--- src/hw/rtl/quadrature_count_velocity_ema_macros.svh ---
// Assertion macros used by the encoder counter RTL
`ifndef QUADRATURE_COUNT_VELOCITY_EMA_MACROS_SVH
`define QUADRATURE_COUNT_VELOCITY_EMA_MACROS_SVH

// Same-cycle implication, checked on every rising edge outside reset
`define QCV_ASSERT_NOW(label, ante, cons, msg) \
  label: assert property (@(posedge clk) disable iff (rst) (ante) |-> (cons)) \
    else $error(msg);

// Next-cycle implication, checked on every rising edge outside reset
`define QCV_ASSERT_NEXT(label, ante, cons, msg) \
  label: assert property (@(posedge clk) disable iff (rst) (ante) |=> (cons)) \
    else $error(msg);

`endif

--- src/hw/rtl/qcv_pkg.sv ---
// Shared constants, types and helpers for the quadrature counter with velocity averaging
`default_nettype none

package qcv_pkg;

  // Counter and timestamp widths
  localparam int COUNT_BITS = 32;
  localparam int TIME_BITS  = 32;

  // Port field widths
  localparam int KIND_W    = 2;
  localparam int STAMP_W   = 32;
  localparam int POS_W     = 32;
  localparam int VEL_W     = 32;
  localparam int MPC_W     = 32;
  localparam int ALPHA_W   = 17;
  localparam int CFG_W     = 32;
  localparam int CFG_IDX_W = 2;

  // Speed arithmetic sizes
  localparam int FRAC_W     = 16;
  localparam int USEC_W     = 20;
  localparam int K_W        = MPC_W + USEC_W;
  localparam int PROD_W     = COUNT_BITS + K_W;
  localparam int QUO_W      = 32;
  localparam int HI_W       = PROD_W - QUO_W;
  localparam int D_W        = TIME_BITS + FRAC_W;
  localparam int CMP_W      = (HI_W > D_W) ? HI_W : D_W;
  localparam int STEP_MAX   = (COUNT_BITS > QUO_W) ? COUNT_BITS : QUO_W;
  localparam int STEP_W     = $clog2(STEP_MAX);
  localparam int DIFF_W     = VEL_W + 1;
  localparam int EMA_PROD_W = DIFF_W + ALPHA_W + 1;

  localparam logic [USEC_W-1:0]    USEC_PER_SEC = USEC_W'(1000000);
  localparam logic [TIME_BITS-1:0] MIN_DT       = TIME_BITS'(1000);
  localparam logic [ALPHA_W-1:0]   ALPHA_ONE    = ALPHA_W'(65536);
  localparam logic [STEP_W-1:0]    MUL_LAST     = STEP_W'(COUNT_BITS - 1);
  localparam logic [STEP_W-1:0]    DIV_LAST     = STEP_W'(QUO_W - 1);
  localparam logic [VEL_W-1:0]     SAT_POS      = {1'b0, {(VEL_W-1){1'b1}}};
  localparam logic [VEL_W-1:0]     SAT_NEG      = {1'b1, {(VEL_W-1){1'b0}}};

  // Register defaults
  localparam logic [MPC_W-1:0]   MPC_RESET   = MPC_W'(1000000);
  localparam logic [ALPHA_W-1:0] ALPHA_RESET = ALPHA_W'(19661);

  // Item kinds
  localparam logic [KIND_W-1:0] KIND_EDGE_A = KIND_W'(0);
  localparam logic [KIND_W-1:0] KIND_EDGE_B = KIND_W'(1);
  localparam logic [KIND_W-1:0] KIND_SAMPLE = KIND_W'(2);

  // Register indexes
  localparam logic [CFG_IDX_W-1:0] REG_INVERT = CFG_IDX_W'(0);
  localparam logic [CFG_IDX_W-1:0] REG_MPC    = CFG_IDX_W'(1);
  localparam logic [CFG_IDX_W-1:0] REG_ALPHA  = CFG_IDX_W'(2);

  // Top-level sequencer
  typedef enum logic [1:0] {
    ST_IDLE,
    ST_SPEED,
    ST_EMA_ADD
  } state_t;

  // Speed engine sequencer
  typedef enum logic [2:0] {
    ENG_IDLE,
    ENG_MUL,
    ENG_CHK,
    ENG_DIV,
    ENG_SAT,
    ENG_DONE
  } eng_state_t;

  // Request from the top level to the speed engine
  typedef struct packed {
    logic                  start;
    logic                  neg;
    logic [COUNT_BITS-1:0] mag;
    logic [TIME_BITS-1:0]  dt;
    logic [MPC_W-1:0]      mpc;
  } speed_req_t;

  // Answer from the speed engine
  typedef struct packed {
    logic             done;
    logic [VEL_W-1:0] raw;
  } speed_rsp_t;

  // Negate a reported value when direction is inverted
  function automatic logic [POS_W-1:0] apply_sign(input logic inv, input logic [POS_W-1:0] v);
    return inv ? (POS_W'(0) - v) : v;
  endfunction

endpackage

`default_nettype wire

--- src/hw/rtl/qcv_speed.sv ---
// Bit-serial speed engine: count delta times travel scale, divided by elapsed time
`default_nettype none

module qcv_speed (
  input  wire logic                clk,
  input  wire logic                rst,
  input  wire qcv_pkg::speed_req_t req,
  output qcv_pkg::speed_rsp_t      rsp
);

  qcv_pkg::eng_state_t state, state_next;

  logic [qcv_pkg::STEP_W-1:0] cnt;
  logic [qcv_pkg::PROD_W-1:0] prod;
  logic [qcv_pkg::K_W-1:0]    kreg;
  logic [qcv_pkg::D_W-1:0]    dreg;
  logic                       neg;
  logic                       ovf;
  logic [qcv_pkg::D_W-1:0]    rem;
  logic [qcv_pkg::QUO_W-1:0]  quo;
  logic [qcv_pkg::VEL_W-1:0]  raw;

  logic [qcv_pkg::K_W:0]      msum;
  logic [qcv_pkg::HI_W-1:0]   hi;
  logic                       ovf_now;
  logic [qcv_pkg::D_W:0]      r2;
  logic [qcv_pkg::D_W:0]      rdiff;
  logic                       ge;
  logic [qcv_pkg::VEL_W-1:0]  raw_next;

  // Multiply step: add scale to the upper half when the low bit is set, shift right
  assign msum = {1'b0, prod[qcv_pkg::PROD_W-1:qcv_pkg::COUNT_BITS]} + {1'b0, kreg};

  // Quotient overflow check on the top of the product
  assign hi      = prod[qcv_pkg::PROD_W-1:qcv_pkg::QUO_W];
  assign ovf_now = qcv_pkg::CMP_W'(hi) >= qcv_pkg::CMP_W'(dreg);

  // Restoring divide step: one quotient bit per cycle
  assign r2    = {rem, quo[qcv_pkg::QUO_W-1]};
  assign rdiff = r2 - {1'b0, dreg};
  assign ge    = r2 >= {1'b0, dreg};

  // Saturate the magnitude and apply the sign
  always_comb begin
    if (neg) begin
      if (ovf || (quo > qcv_pkg::SAT_NEG)) begin
        raw_next = qcv_pkg::SAT_NEG;
      end else begin
        raw_next = qcv_pkg::VEL_W'(0) - qcv_pkg::VEL_W'(quo);
      end
    end else begin
      if (ovf || quo[qcv_pkg::QUO_W-1]) begin
        raw_next = qcv_pkg::SAT_POS;
      end else begin
        raw_next = qcv_pkg::VEL_W'(quo);
      end
    end
  end

  // Next state
  always_comb begin
    state_next = state;
    case (state)
      qcv_pkg::ENG_IDLE: begin
        if (req.start) state_next = qcv_pkg::ENG_MUL;
      end
      qcv_pkg::ENG_MUL: begin
        if (cnt == qcv_pkg::MUL_LAST) state_next = qcv_pkg::ENG_CHK;
      end
      qcv_pkg::ENG_CHK: begin
        state_next = ovf_now ? qcv_pkg::ENG_SAT : qcv_pkg::ENG_DIV;
      end
      qcv_pkg::ENG_DIV: begin
        if (cnt == qcv_pkg::DIV_LAST) state_next = qcv_pkg::ENG_SAT;
      end
      qcv_pkg::ENG_SAT:  state_next = qcv_pkg::ENG_DONE;
      qcv_pkg::ENG_DONE: state_next = qcv_pkg::ENG_IDLE;
      default:           state_next = qcv_pkg::ENG_IDLE;
    endcase
  end

  // Outputs
  always_comb begin
    rsp.done = (state == qcv_pkg::ENG_DONE);
    rsp.raw  = raw;
  end

  // State and step counter
  always_ff @(posedge clk) begin
    if (rst) begin
      state <= qcv_pkg::ENG_IDLE;
      cnt   <= '0;
    end else begin
      state <= state_next;
      if ((state == qcv_pkg::ENG_MUL) || (state == qcv_pkg::ENG_DIV)) begin
        cnt <= cnt + qcv_pkg::STEP_W'(1);
      end else begin
        cnt <= '0;
      end
    end
  end

  // Datapath
  always_ff @(posedge clk) begin
    case (state)
      qcv_pkg::ENG_IDLE: begin
        if (req.start) begin
          prod <= qcv_pkg::PROD_W'(req.mag);
          kreg <= qcv_pkg::K_W'(req.mpc) * qcv_pkg::K_W'(qcv_pkg::USEC_PER_SEC);
          dreg <= {req.dt, {qcv_pkg::FRAC_W{1'b0}}};
          neg  <= req.neg;
        end
      end
      qcv_pkg::ENG_MUL: begin
        if (prod[0]) begin
          prod <= {msum, prod[qcv_pkg::COUNT_BITS-1:1]};
        end else begin
          prod <= {1'b0, prod[qcv_pkg::PROD_W-1:1]};
        end
      end
      qcv_pkg::ENG_CHK: begin
        ovf <= ovf_now;
        rem <= qcv_pkg::D_W'(hi);
        quo <= prod[qcv_pkg::QUO_W-1:0];
      end
      qcv_pkg::ENG_DIV: begin
        rem <= ge ? rdiff[qcv_pkg::D_W-1:0] : r2[qcv_pkg::D_W-1:0];
        quo <= {quo[qcv_pkg::QUO_W-2:0], ge};
      end
      qcv_pkg::ENG_SAT: begin
        raw <= raw_next;
      end
      default: begin
      end
    endcase
  end

endmodule

`default_nettype wire

--- src/hw/rtl/quadrature_count_velocity_ema.sv ---
// Edge, unknown and non-computing sample items: the result is registered as pending, then moved
// to the output register when that is free; the input stays stalled until it has moved out.
// Speed samples: a bit-serial multiply, an overflow check and a restoring divide (skipped on
// quotient overflow), then saturation; a seed goes straight to the result, while an average
// passes through the add state first. The next item is taken only after the result moves out.
// Synchronous active-high reset clears count, sample history and average, loads defaults.
`default_nettype none
`include "quadrature_count_velocity_ema_macros.svh"

module quadrature_count_velocity_ema (
  input  wire logic                            clk,
  input  wire logic                            rst,
  // configuration writes
  input  wire logic                            cfg_we,
  input  wire logic [qcv_pkg::CFG_IDX_W-1:0]   cfg_index,
  input  wire logic [qcv_pkg::CFG_W-1:0]       cfg_data,
  // input channel
  input  wire logic                            in_valid,
  output logic                                 in_stall,
  input  wire logic [qcv_pkg::KIND_W-1:0]      kind,
  input  wire logic                            level_a,
  input  wire logic                            level_b,
  input  wire logic [qcv_pkg::STAMP_W-1:0]     now_us,
  // output channel
  output logic                                 out_valid,
  input  wire logic                            out_stall,
  output logic signed [qcv_pkg::POS_W-1:0]     position,
  output logic signed [qcv_pkg::VEL_W-1:0]     velocity,
  output logic                                 is_sample
);

  qcv_pkg::state_t state, state_next;

  // Configuration
  logic                          invert_direction;
  logic [qcv_pkg::MPC_W-1:0]     metres_per_count;
  logic [qcv_pkg::ALPHA_W-1:0]   smoothing_alpha;

  // Tracking state
  logic [qcv_pkg::COUNT_BITS-1:0] position_count;
  logic [qcv_pkg::COUNT_BITS-1:0] previous_count;
  logic [qcv_pkg::TIME_BITS-1:0]  previous_time;
  logic                           awaiting_first_sample;
  logic                           average_seeded;
  logic [qcv_pkg::VEL_W-1:0]      filtered_speed;

  // Pending result and output register
  logic                           res_valid;
  logic [qcv_pkg::POS_W-1:0]      res_position;
  logic [qcv_pkg::VEL_W-1:0]      res_velocity;
  logic                           res_is_sample;
  logic                           move;

  logic signed [qcv_pkg::EMA_PROD_W-1:0] ema_prod;

  qcv_pkg::speed_req_t spd_req;
  qcv_pkg::speed_rsp_t spd_rsp;

  logic                           accept;
  logic                           levels_eq;
  logic [qcv_pkg::TIME_BITS-1:0]  stamp;
  logic [qcv_pkg::TIME_BITS-1:0]  dt;
  logic                           too_early;
  logic                           run_speed;
  logic [qcv_pkg::COUNT_BITS-1:0] delta;
  logic [qcv_pkg::COUNT_BITS-1:0] count_next;
  logic [qcv_pkg::ALPHA_W-1:0]    alpha_sat;
  logic [qcv_pkg::DIFF_W-1:0]     ema_diff;
  logic [qcv_pkg::VEL_W-1:0]      filtered_next;
  logic                           seed_now;

  assign accept    = in_valid && !in_stall;
  assign levels_eq = (level_a == level_b);
  assign stamp     = qcv_pkg::TIME_BITS'(now_us);
  assign dt        = stamp - previous_time;
  assign too_early = dt < qcv_pkg::MIN_DT;
  assign run_speed = (kind == qcv_pkg::KIND_SAMPLE) && !too_early && !awaiting_first_sample;
  assign delta     = position_count - previous_count;

  // Count step for edge items
  always_comb begin
    case (kind)
      qcv_pkg::KIND_EDGE_A: count_next = levels_eq ? position_count - 1'b1
                                                   : position_count + 1'b1;
      qcv_pkg::KIND_EDGE_B: count_next = levels_eq ? position_count + 1'b1
                                                   : position_count - 1'b1;
      default:              count_next = position_count;
    endcase
  end

  // Averaging: filtered + floor(alpha * (raw - filtered) / 2^16)
  assign alpha_sat     = (smoothing_alpha > qcv_pkg::ALPHA_ONE) ? qcv_pkg::ALPHA_ONE
                                                                : smoothing_alpha;
  assign ema_diff      = {spd_rsp.raw[qcv_pkg::VEL_W-1], spd_rsp.raw}
                       - {filtered_speed[qcv_pkg::VEL_W-1], filtered_speed};
  assign filtered_next = filtered_speed
                       + ema_prod[qcv_pkg::FRAC_W+qcv_pkg::VEL_W-1:qcv_pkg::FRAC_W];
  assign seed_now      = !average_seeded && (spd_rsp.raw != '0);

  // Speed request
  always_comb begin
    spd_req.start = accept && run_speed;
    spd_req.neg   = delta[qcv_pkg::COUNT_BITS-1];
    spd_req.mag   = spd_req.neg ? (qcv_pkg::COUNT_BITS'(0) - delta) : delta;
    spd_req.dt    = dt;
    spd_req.mpc   = metres_per_count;
  end

  qcv_speed u_speed (
    .clk (clk),
    .rst (rst),
    .req (spd_req),
    .rsp (spd_rsp)
  );

  // Next state
  always_comb begin
    state_next = state;
    case (state)
      qcv_pkg::ST_IDLE: begin
        if (accept && run_speed) state_next = qcv_pkg::ST_SPEED;
      end
      qcv_pkg::ST_SPEED: begin
        if (spd_rsp.done) state_next = seed_now ? qcv_pkg::ST_IDLE : qcv_pkg::ST_EMA_ADD;
      end
      qcv_pkg::ST_EMA_ADD: state_next = qcv_pkg::ST_IDLE;
      default:             state_next = qcv_pkg::ST_IDLE;
    endcase
  end

  // Sequencer outputs
  always_comb begin
    in_stall = (state != qcv_pkg::ST_IDLE) || res_valid;
  end

  // Move the pending result into the output register when it is free
  assign move = res_valid && (!out_valid || !out_stall);

  // Configuration registers
  always_ff @(posedge clk) begin
    if (rst) begin
      invert_direction <= 1'b0;
      metres_per_count <= qcv_pkg::MPC_RESET;
      smoothing_alpha  <= qcv_pkg::ALPHA_RESET;
    end else if (cfg_we) begin
      case (cfg_index)
        qcv_pkg::REG_INVERT: invert_direction <= cfg_data[0];
        qcv_pkg::REG_MPC:    metres_per_count <= qcv_pkg::MPC_W'(cfg_data);
        qcv_pkg::REG_ALPHA:  smoothing_alpha  <= cfg_data[qcv_pkg::ALPHA_W-1:0];
        default: begin
        end
      endcase
    end
  end

  // Control and tracking state
  always_ff @(posedge clk) begin
    if (rst) begin
      state                 <= qcv_pkg::ST_IDLE;
      res_valid             <= 1'b0;
      out_valid             <= 1'b0;
      position_count        <= '0;
      previous_count        <= '0;
      previous_time         <= '0;
      awaiting_first_sample <= 1'b1;
      average_seeded        <= 1'b0;
      filtered_speed        <= '0;
    end else begin
      state     <= state_next;
      out_valid <= move || (out_valid && out_stall);

      // hold the pending result until it moves; set it when an item finishes
      if (move) begin
        res_valid <= 1'b0;
      end else if (state == qcv_pkg::ST_IDLE && accept && !run_speed) begin
        res_valid <= 1'b1;
      end else if (state == qcv_pkg::ST_SPEED && spd_rsp.done && seed_now) begin
        res_valid <= 1'b1;
      end else if (state == qcv_pkg::ST_EMA_ADD) begin
        res_valid <= 1'b1;
      end

      // advance the count and record sample history
      if (accept) begin
        position_count <= count_next;
        if (kind == qcv_pkg::KIND_SAMPLE && !too_early) begin
          previous_count        <= position_count;
          previous_time         <= stamp;
          awaiting_first_sample <= 1'b0;
        end
      end

      // seed or update the average
      if (state == qcv_pkg::ST_SPEED && spd_rsp.done && seed_now) begin
        filtered_speed <= spd_rsp.raw;
        average_seeded <= 1'b1;
      end else if (state == qcv_pkg::ST_EMA_ADD) begin
        filtered_speed <= filtered_next;
      end
    end
  end

  // Result payload
  always_ff @(posedge clk) begin
    if (accept) begin
      res_position  <= qcv_pkg::apply_sign(invert_direction, qcv_pkg::POS_W'(count_next));
      res_velocity  <= '0;
      res_is_sample <= (kind == qcv_pkg::KIND_SAMPLE);
    end else if (state == qcv_pkg::ST_SPEED && spd_rsp.done && seed_now) begin
      res_velocity <= qcv_pkg::apply_sign(invert_direction, spd_rsp.raw);
    end else if (state == qcv_pkg::ST_EMA_ADD) begin
      res_velocity <= qcv_pkg::apply_sign(invert_direction, filtered_next);
    end

    if (state == qcv_pkg::ST_SPEED && spd_rsp.done) begin
      ema_prod <= qcv_pkg::EMA_PROD_W'($signed(ema_diff) * $signed({1'b0, alpha_sat}));
    end

    if (move) begin
      position  <= res_position;
      velocity  <= res_velocity;
      is_sample <= res_is_sample;
    end
  end

  // Checks
  `QCV_ASSERT_NOW(a_pending_blocks_input, res_valid, in_stall, "input over pending result")
  `QCV_ASSERT_NOW(a_done_while_waiting, spd_rsp.done, state == qcv_pkg::ST_SPEED, "stray done")
  `QCV_ASSERT_NEXT(a_average_gives_result, state == qcv_pkg::ST_EMA_ADD, res_valid, "no result")
  `QCV_ASSERT_NEXT(a_first_flag_stays_clear, !awaiting_first_sample, !awaiting_first_sample, "flag")

endmodule

`default_nettype wire

--- config.mk ---
export PLATFORM = sky130hd
export DESIGN_NAME = quadrature_count_velocity_ema
export DESIGN_NICKNAME = d
export VERILOG_FILES = /design/src/hw/rtl/qcv_pkg.sv /design/src/hw/rtl/qcv_speed.sv /design/src/hw/rtl/quadrature_count_velocity_ema.sv
export VERILOG_INCLUDE_DIRS = /design/src /design/src/hw/rtl
export SDC_FILE = /design/constraint.sdc
export NUM_CORES = 2
export LEC_CHECK = 0
export ABC_AREA = 1
export BUFFER_PORTS_ARGS = -buffer_cell sky130_fd_sc_hd__clkbuf_2
export CAP_MARGIN = 10
export CELL_PAD_IN_SITES_DETAIL_PLACEMENT = 1
export CELL_PAD_IN_SITES_GLOBAL_PLACEMENT = 1
export CORE_ASPECT_RATIO = 0.9
export CORE_UTILIZATION = 53
export CTS_CLUSTER_SIZE = 40
export DETAILED_ROUTE_END_ITERATION = 7
export PLACE_DENSITY = 0.95
export SLEW_MARGIN = 20
export SYNTH_ARGS = -nofsm -noshare
export SYNTH_HDL_FRONTEND = slang
export SYNTH_SLANG_ARGS = --single-unit
--- constraint.sdc ---
create_clock -name clk -period 16.35 [get_ports clk]
set_clock_uncertainty 0.15 [all_clocks]
set_input_delay 2.4525 -clock clk [delete_from_list [all_inputs] [get_ports clk]]
set_output_delay 2.4525 -clock clk [all_outputs]
set_load 0.01 [all_outputs]
==> impl_metrics.env <==
export IMPL_status="completed"
export IMPL_first_pass_iters=8
export IMPL_end_kind="flop"
export IMPL_layout_setup_ws_ns=6.70
export IMPL_setup_tns_final_ns=0
export IMPL_grt_pass1_vias=73316
export IMPL_setup_worst_path_start_class="flop"
export IMPL_synth_seq_cells=630
export IMPL_powerDensity_mw_per_mm2=246
export IMPL_synth_area_top_cells="fa_1 19%, edfxtp_1 17%, nand2_1 11%"
export IMPL_first_iter_violations=6616
export IMPL_worstPathRequired_ns=16.62
export IMPL_power_switching_w=0.0103
export IMPL_final_hold_violation_count=0
export IMPL_grt_pass1_wl_um=422000
export IMPL_track_usage_pct=40.8
export IMPL_yosysMostFrequentCell="nand2_1"
export IMPL_maxCapViolCount=0
export IMPL_p_leak_nw=37.0
export IMPL_clk_pin_slew_ns=0.06
export IMPL_clkLatencyLatePin_ns=0.75
export IMPL_grt_overflow=0
export IMPL_ys_warn_count=0
export IMPL_reg_largest_list="u_speed.prod (84), u_speed.rem (48), u_speed.kreg (46)"
export IMPL_fmax_mhz=104
export IMPL_slew_viol_final=0
export IMPL_synth_edff_count=406
export IMPL_syn_cell_area_mm2=0.0705
export IMPL_cts_buffers_inserted=77
export IMPL_clock_path_buffers=3
export IMPL_synth_area_leader_cell="fa_1"
export IMPL_nets=10696
export IMPL_critPathSlowestCell="xnor2_1"
export IMPL_top_register="u_speed.prod"
export IMPL_io_buffers=141
export IMPL_seqPwrFrac_pct=14.2
export IMPL_synth_common_cells="2039 x nand2_1, 1793 x inv_1, 1034 x nor2_1, 655 x fa_1, 540 x a21oi_1"
export IMPL_ys_seq_area_share_pct=23.7
export IMPL_postRouteAntennaNets=0
export IMPL_min_period_over_period_pct=59.0
export IMPL_cts_resized=0
export IMPL_cts_tree="built"
export IMPL_die_h_um=348
export IMPL_cts_num_sinks=630
export IMPL_setup_viol=0
export IMPL_synth_area_per_cell_um2=7.48
export IMPL_dieArea_mm2=0.134
export IMPL_pre_cts_ws_ns=7.09
export IMPL_largest_reg_flops=84
export IMPL_die_w_um=386
export IMPL_crit_top_cell="inv_1"
export IMPL_vias_per_cell=6.06
export IMPL_grt_max_degree=101
export IMPL_rsz0062_at_grt="no"
export IMPL_syn2layout_area_growth_pct=7.28
export IMPL_fin_util_pct=57.5
export IMPL_holdBufCountCts=0
export IMPL_sw_frac_of_total_pct=55.4
export IMPL_p_int_w=0.00831
export IMPL_io_pins=142
export IMPL_wl_per_cell_um=24.4
export IMPL_finalInstanceArea_mm2=0.0756
export IMPL_combPwrFrac_pct=75.4
export IMPL_relSlewSlack_pct=21.0
export IMPL_final_layout_size_suffix_gt1_share_pct=5.28
export IMPL_core_area_mm2=0.131
export IMPL_yosys_most_used_dff="edfxtp_1"
export IMPL_routabilityCongestion=1.01
export IMPL_cts_setup_buffers=0
export IMPL_async_flop_share_pct=0
export IMPL_cp_arrival_ns=9.92
export IMPL_synth_top_area_share_pct=18.6
export IMPL_path_class="flop to flop"
export IMPL_path_max_fanout=13
export IMPL_drc=0
export IMPL_max_vdd_ir_drop_mv=0.432
export IMPL_hpwlAfterDp_um=215000
export IMPL_syn_nets=10660
export IMPL_hold_ws_ns=0.265
export IMPL_vias=68209
export IMPL_max_stage_delay_ns=0.54
export IMPL_min_path_type="flop to flop"
export IMPL_grt_antenna_before_repair=10
export IMPL_htree_levels=3
export IMPL_synth_cell_types=67
export IMPL_p_clk_share_pct=10.3
export IMPL_rows=126
export IMPL_worstMarginPinSlew_ns=1.18
export IMPL_dpl_cell_area_mm2=0.0728
export IMPL_start_util_pct=53.6
export IMPL_syn_inst=9423
export IMPL_drt_wl_total_um=275000
export IMPL_root_buffer="clkbuf_16"
export IMPL_period_needed_ns=9.65
## metrics by stage
step	power (W)	std cells
after floorplan	0.0119	9423
after global placement	0.0151	11108
after detailed placement	0.0162	11108
after CTS	0.0183	11251
after global routing	0.0199	11252
final	0.0186	11253
## kinds of logic (layout without fill, tap and decap cells)
group | Yosys count | in the layout | share of synthesized area (%)
AND/OR/NAND/NOR | 3911 | 3911 | 23.1
AO/OA/AOI/OAI | 1334 | 1334 | 10.4
XOR/XNOR | 317 | 317 | 3.99
adder cells (fa/ha/maj) | 1162 | 1162 | 27.6
other | 0 | 2 | 0
buffers and inverters | 2069 | 2169 | 11.2
flip-flops | 630 | 630 | 23.7
## cell usage in the layout (no fill, tap or decap), types with 67 or more instances in the layout
cell type     n
nor3_1       88
clkbuf_16    79
nand3_1     440
a21oi_1     540
xnor2_1     102
nor2_1     1028
ha_1        507
fa_1        655
a31oi_1      67
edfxtp_1    406
xor2_1      210
nand2_1    2036
o21ai_1      75
inv_1      1791
clkbuf_2    141
o21ai_0     443
nand4_1     127
dfxtp_1     223
## power groups by stage
stage / logic (W) / registers (W) / clock network (W)
floorplan: 0.00930 / 0.00260 / 0
global placement: 0.0124 / 0.00266 / 0
detailed placement: 0.0135 / 0.00267 / 0
CTS: 0.0138 / 0.00264 / 0.00192
global route: 0.0152 / 0.00266 / 0.00198
finish: 0.0141 / 0.00265 / 0.00192
## final timing paths
check / from / to / slack, ns / depth (start not counted)
setup / recovery: u_speed.raw[0]$_DFFE_PP_ / ema_prod[34]$_DFFE_PP_ / 6.70 / 36
hold / removal: res_position[25]$_DFFE_PP_ / position[25]$_DFFE_PP_ / 0.27 / 0
setup reg to reg: u_speed.raw[0]$_DFFE_PP_ / ema_prod[34]$_DFFE_PP_ / 6.70 / 36
hold reg to reg: res_position[25]$_DFFE_PP_ / position[25]$_DFFE_PP_ / 0.27 / 0
## critical path, delay by kind of cell (launching register included)
kind / cells / cell delay [ns]
simple gates: 10 / 1.64
xor+xnor: 2 / 0.66
flops: 1 / 0.32
compound gates: 7 / 1.63
fa+ha+maj: 9 / 3.93
buf+inv: 8 / 1.06
## metal layers
layer / vias to the layer above / wire, um / part of all wire [%] / track usage [%]
li1: 29914 / - / - / -
met1: 33545 / 105000 / 38 / 50.8
met2: 3575 / 128000 / 47 / 66.1
met3: 1165 / 24200 / 8.8 / 7.59
met4: 10 / 17500 / 6.4 / 23.2
met5: - / 57 / 0.021 / 0
## cell type report
class / count / area, um2
inverters: 1823 / 6850
fillers: 16786 / 55900
diodes: 2 / 5.00
clock buffers: 101 / 2140
repair buffers: 203 / 1170
clock inverters: 42 / 623
well taps: 1728 / 2160
flip-flops and latches: 630 / 16700
multi-input cells: 6724 / 46000
(Power assumes the default switching activity.)
